$ cat config.mk
export PLATFORM = sky130hd
export DESIGN_NAME = amed_cell
export DESIGN_NICKNAME = d
export VERILOG_FILES = /design/src/rtl/amed_pkg.sv /design/src/rtl/amed_cell.sv
export SDC_FILE = /design/constraint.sdc
export NUM_CORES = 1
export LEC_CHECK = 0
export BUFFER_PORTS_ARGS = -buffer_cell sky130_fd_sc_hd__buf_4
export CAP_MARGIN = 20
export CELL_PAD_IN_SITES_DETAIL_PLACEMENT = 0
export CELL_PAD_IN_SITES_GLOBAL_PLACEMENT = 1
export CORE_UTILIZATION = 35
export CTS_BUF_LIST = sky130_fd_sc_hd__clkbuf_4 sky130_fd_sc_hd__clkbuf_8
export DETAILED_ROUTE_END_ITERATION = 8
export PLACE_DENSITY = 0.76
export SYNTH_ARGS = -nofsm -noshare
export SYNTH_HDL_FRONTEND = slang
export SYNTH_SLANG_ARGS = --single-unit
$ cat constraint.sdc
create_clock -name clk -period 6.2 [get_ports clk]
set_input_delay 0.93 -clock clk [delete_from_list [all_inputs] [get_ports clk]]
set_output_delay 0.93 -clock clk [all_outputs]
set_load 0.005 [all_outputs]
$ cat src/rtl/amed_pkg.sv
// ----------------------------------------------------------------------------
// amed_pkg
// Shared types and constants of the approximate match edit distance unit.
// ----------------------------------------------------------------------------
package amed_pkg;

  localparam int QIDX_W   = 7;
  localparam int SYM_IN_W = 8;
  localparam int POS_W    = 32;
  localparam int DIST_O_W = 8;
  localparam int CFG_IDX_W  = 2;
  localparam int CFG_DATA_W = 8;

  // input tdata layout
  localparam int S_TDATA_W = 56;
  localparam int QIDX_LO   = 0;
  localparam int QSYM_LO   = QIDX_LO + QIDX_W;
  localparam int TSYM_LO   = QSYM_LO + SYM_IN_W;
  localparam int START_LO  = TSYM_LO + SYM_IN_W;

  // input tuser layout
  localparam int S_TUSER_W   = 2;
  localparam int TUSER_REQ   = 0;
  localparam int TUSER_FIRST = 1;

  // output tdata layout
  localparam int M_TDATA_W = POS_W + DIST_O_W;

  // request kinds
  localparam logic REQ_LOAD = 1'b0;
  localparam logic REQ_TEXT = 1'b1;

  // register indexes
  localparam logic [CFG_IDX_W-1:0] CFG_QUERY_LENGTH    = 2'd0;
  localparam logic [CFG_IDX_W-1:0] CFG_ERROR_THRESHOLD = 2'd1;

  // control part of an item moving down the row
  typedef struct packed {
    logic              valid;
    logic              is_text;
    logic              first;
    logic              last;
    logic [QIDX_W-1:0] qidx;
    logic [POS_W-1:0]  pos;
  } item_ctl_t;

endpackage

$ cat src/rtl/amed_cell.sv
// ----------------------------------------------------------------------------
// amed_cell
// One row of the edit distance column: holds a query symbol and the row value,
// updates on each text item passing through and hands the item downward.
// ----------------------------------------------------------------------------
module amed_cell
  import amed_pkg::*;
#(
  parameter int IDX         = 1,
  parameter int MAX_QUERY   = 128,
  parameter int SYMBOL_BITS = 8
) (
  input  logic                                  clk,
  input  logic                                  rst,
  input  logic                                  advance,
  input  logic [CFG_DATA_W-1:0]                 query_length,
  input  item_ctl_t                             in_ctl,
  input  logic [SYMBOL_BITS-1:0]                in_tsym,
  input  logic [SYMBOL_BITS-1:0]                in_qsym,
  input  logic [$clog2(MAX_QUERY+1)-1:0]        in_up_new,
  input  logic [$clog2(MAX_QUERY+1)-1:0]        in_up_old,
  output item_ctl_t                             out_ctl,
  output logic [SYMBOL_BITS-1:0]                out_tsym,
  output logic [SYMBOL_BITS-1:0]                out_qsym,
  output logic [$clog2(MAX_QUERY+1)-1:0]        out_up_new,
  output logic [$clog2(MAX_QUERY+1)-1:0]        out_up_old
);

  localparam int DIST_W = $clog2(MAX_QUERY + 1);
  localparam logic [DIST_W-1:0] RAMP = DIST_W'(IDX);

  logic [SYMBOL_BITS-1:0] qsym;
  logic [DIST_W-1:0]      value;

  logic              active;
  logic              match;
  logic              load_here;
  logic              text_here;
  logic [DIST_W-1:0] old_val;
  logic [DIST_W-1:0] min_a;
  logic [DIST_W-1:0] min_b;
  logic [DIST_W-1:0] new_val;
  logic [DIST_W-1:0] pass_new;

  always_comb begin
    active    = 32'(query_length) >= 32'(IDX);
    text_here = advance && in_ctl.valid && (in_ctl.is_text == REQ_TEXT);
    load_here = advance && in_ctl.valid && (in_ctl.is_text == REQ_LOAD) &&
                (32'(in_ctl.qidx) == 32'(IDX - 1));
    // an area start sees the ramp instead of the stored row value
    old_val   = in_ctl.first ? RAMP : value;
    match     = (qsym == in_tsym);
    min_a     = (in_up_old < old_val) ? in_up_old : old_val;
    min_b     = (in_up_new < min_a) ? in_up_new : min_a;
    if (!active) begin
      new_val = old_val;
    end else if (match) begin
      new_val = in_up_old;
    end else begin
      new_val = min_b + DIST_W'(1);
    end
    // rows past the query length hand the bottom value straight through
    pass_new  = active ? new_val : in_up_new;
  end

  always_ff @(posedge clk) begin
    if (rst) begin
      value <= RAMP;
    end else if (text_here) begin
      value <= new_val;
    end
  end

  always_ff @(posedge clk) begin
    if (load_here) begin
      qsym <= in_qsym;
    end
  end

  always_ff @(posedge clk) begin
    if (rst) begin
      out_ctl.valid <= 1'b0;
    end else if (advance) begin
      out_ctl.valid   <= in_ctl.valid;
      out_ctl.is_text <= in_ctl.is_text;
      out_ctl.first   <= in_ctl.first;
      out_ctl.last    <= in_ctl.last;
      out_ctl.qidx    <= in_ctl.qidx;
      out_ctl.pos     <= in_ctl.pos;
      out_tsym        <= in_tsym;
      out_qsym        <= in_qsym;
      out_up_new      <= pass_new;
      out_up_old      <= old_val;
    end
  end

endmodule

==> metrics.md <==
| Metric | Value |
|---|---|
| H-tree depth | `3` |
| Crit Path Max Fanout | `15` |
| Min-delay worst type | `reg2reg` |
| Crit-path slowest cell | `a221o_1` |
| DRT iter0 DRCs | `295` |
| Most repeated library cell on the critical path | `ha_1` |
| WP buf/inv | `3` |
| Syn Nets | `413` |
| CP arrival | `5520 ps` |
| Commonest non-fill, non-tap cells in the layout | `buf_4, edfxtp_1, nor2_1, a21oi_1, nand2_1` |
| Via count | `3179` |
| Clock Pin Slew Worst Setup and Hold Paths | `100 ps` |
| Synth Area in Adders | `0.0460` |
| Synth cell types | `46` |
| Final Critical Period | `5400 ps` |
| CTS Buf Count | `9` |
| Post-CTS Resized | `0` |
| Synth Area in XOR/XNOR | `0.0408` |
| PortBufs | `160` |
| Skew final | `11.8 ps` |
| Drt pass-1 iters | `5` |
| ANT nets after route | `0` |
| EDFF count, synth | `82` |
| Maximum capacitance violations | `0` |
| Layout cells sized above 1 | `0.384` |
| Fin util | `0.496` |
| Final worst path period share | `0.871` |
| CP Cell Sequence | `buf_4, nand2b_1, ha_1, a21o_1, a221o_1, nor2_1, buf_4, nor2_1, a21oi_1, ha_1, a22o_1, o31ai_1, nand2_1, a211o_1, mux2i_1, inv_1, ha_1, and3_1, nand3_1, xnor2_1, mux2i_1, o21ai_1, mux2_2` |
| Hold EP | `out_ctl[42]` |
| Simple-gate portion of the synthesized area | `0.108` |
| Compound-Gate Fraction of Synth Area | `0.115` |
| Fin. Hold Viols | `0` |
| Worst reg2reg path depth | `22` |
| Ys flop type | `edfxtp_1` |
| Max stage delay on crit path | `400 ps` |
| Clock Sinks | `91` |
| Worst Tran Pin Value | `756 ps` |
| Stages on the worst setup path | `23` |
| Syn avg cell area | `13.1 um^2` |
| Unrepaired setup endpoints after global routing | `false` |
| First-pass GRT wire length | `16200 um` |
| Clock root buffer | `clkbuf_8` |
| Leakage power | `2.33 nW` |
| GRT overflow | `0` |
| Worst r2r dst | `out_up_new[6]` |
| Seq/Total Area, Yosys | `0.648` |
| Relative slew slack | `0.495` |
| Hpwl dp | `8670 um` |
| Diodes inserted | `0` |
| Largest net degree at the start of global routing | `50` |
| Die Y-Extent | `110 um` |
| Ys Warns | `0` |
| Synthesis-stage register bit count | `91` |
| Total wire length | `11300 um` |
| Commonest non-fill, non-tap cell in the layout | `buf_4` |
| GRT Total Usage | `0.184` |
| HP Start | `out_ctl[42]` |
| Fmax achieved | `185 MHz` |
| Core box area | `11400 um^2` |
| Critical Path RT | `6320 ps` |
| Die Wd | `110 um` |
| Number of global-route vias before repair | `2966` |
| Crit. End Element | `flip-flop` |
| Slew Viols, Final | `0` |
| Hold-fix buffers, CTS | `0` |
| DR WL/cell | `18.0 um` |
| Worst Hold Path Cells | `2` |
| Final setup vio count | `0` |
| Reg2Reg Launch Point | `value[6]` |
| Setup_tns | `0 ps` |
| Die area | `12100 um^2` |
| Largest family of logic cells by synthesized area | `compound AO/OA/AOI/OAI gates` |
| CTS max path bufs | `2` |
| Power Density | `240 nW/um^2` |
| Asr flop ratio synth | `0` |
| Starting Density | `0.359` |
| Crit Path Category | `in2reg` |
| Peak supply drop | `0.138 mV` |
| Post-CTS Setup Inserts | `0` |
| CTS tree | `yes` |
| DR DRC count | `0` |
| Num ports | `161` |
| Outcome | `finished, final reports clean` |
| Area grow syn2layout | `38.2%` |
| R2R Setup Slk | `1230 ps` |
| CP delay by family, top | `compound AO/OA/AOI/OAI gates` |
| Final Wtd Congestion | `0.931` |
| Synthesized instance count | `312` |
| Vias/cell | `5.09` |
| Num rows | `39` |
| Nets | `578` |
| Post-synthesis mux area share | `0.0199` |
| Crit start category | `input port` |
| Initial antenna violation count | `0` |
| Clk_lat worst skew | `360 ps` |
| Mapped Area | `4080 um^2` |
cell type report:
| cell class | instances | area, um^2 |
|---|---|---|
| clock buffers | 9 | 124 |
| clock inverters | 7 | 73.8 |
| fillers | 1009 | 5730 |
| inverters | 12 | 45.0 |
| multi-input cells | 200 | 1350 |
| flip-flops and latches | 91 | 2640 |
| well taps | 143 | 179 |
| repair buffers | 163 | 1220 |
power by group:
part,switching (mW),internal [mW],total [mW],leakage [nW]
sequential,0.0118,0.709,0.721,0.839
combinational,0.108,0.116,0.223,1.39
clock,0.219,0.189,0.408,0.102
stage by stage:
step,total power [mW],area [um^2],worst slack (ps),std cells,hold slack [ps]
after global routing,1.42,5640,438,625,545
after detailed placement,0.959,5440,481,609,482
after global placement,0.954,5440,634,609,478
after floorplan,0.833,4080,397,312,450
after CTS,1.36,5640,877,625,505
final,1.35,5640,797,625,504
layer usage:
metal | routed length [um] | GRT usage | vias up
li1 | - | - | 1517
met1 | 4510 | 0.227 | 1500
met2 | 5640 | 0.317 | 153
met3 | 1020 | 0.0435 | 9
met4 | 102 | 0.0619 | 0
met5 | 0 | 0 | -
how the worst max path moves through the flow:
stage	from	to	slack [ps]
floorplan	in_ctl[40]	out_up_new[6]	400
global placement	in_ctl[40]	out_up_new[6]	630
detailed placement	in_ctl[40]	out_up_new[6]	480
CTS	in_ctl[40]	out_up_new[6]	880
global route	in_ctl[40]	out_up_new[6]	440
finish	in_ctl[40]	out_up_new[6]	800
cells by family after synthesis:
logic type,after synthesis
DFF,91
and+or+nand+nor,90
AOI/OAI and AO/OA,68
buffers and inverters,21
xor gates and xnor gates,19
adders and majority gates,15
muxes,8
tightest hold or removal path, cell delays in order, from the launching register on:
cell and delay [ps]:
dfxtp_1 340, mux2i_1 60, nor2_1 70
synthesized netlist by cell type (all sizes together) (8+ instances only):
| library cell | count | area (um^2) |
|---|---|---|
| nand2b | 8 | 50.1 |
| o21ai | 11 | 55.1 |
| xor2 | 10 | 87.6 |
| nand2 | 17 | 63.8 |
| edfxtp | 82 | 2460 |
| nand3 | 14 | 70.1 |
| inv | 12 | 45.0 |
| ha | 15 | 188 |
| xnor2 | 9 | 78.8 |
| dfxtp | 9 | 180 |
| a21oi | 26 | 138 |
| nor2 | 27 | 101 |
registers in the layout (all words and copies together) (netlist names):
register and flops:
out_ctl 43, out_qsym 8, out_tsym 8, out_up_new 8, out_up_old 8, qsym 8, value 8
No activity file was read; power rests on OpenSTA's default activity.
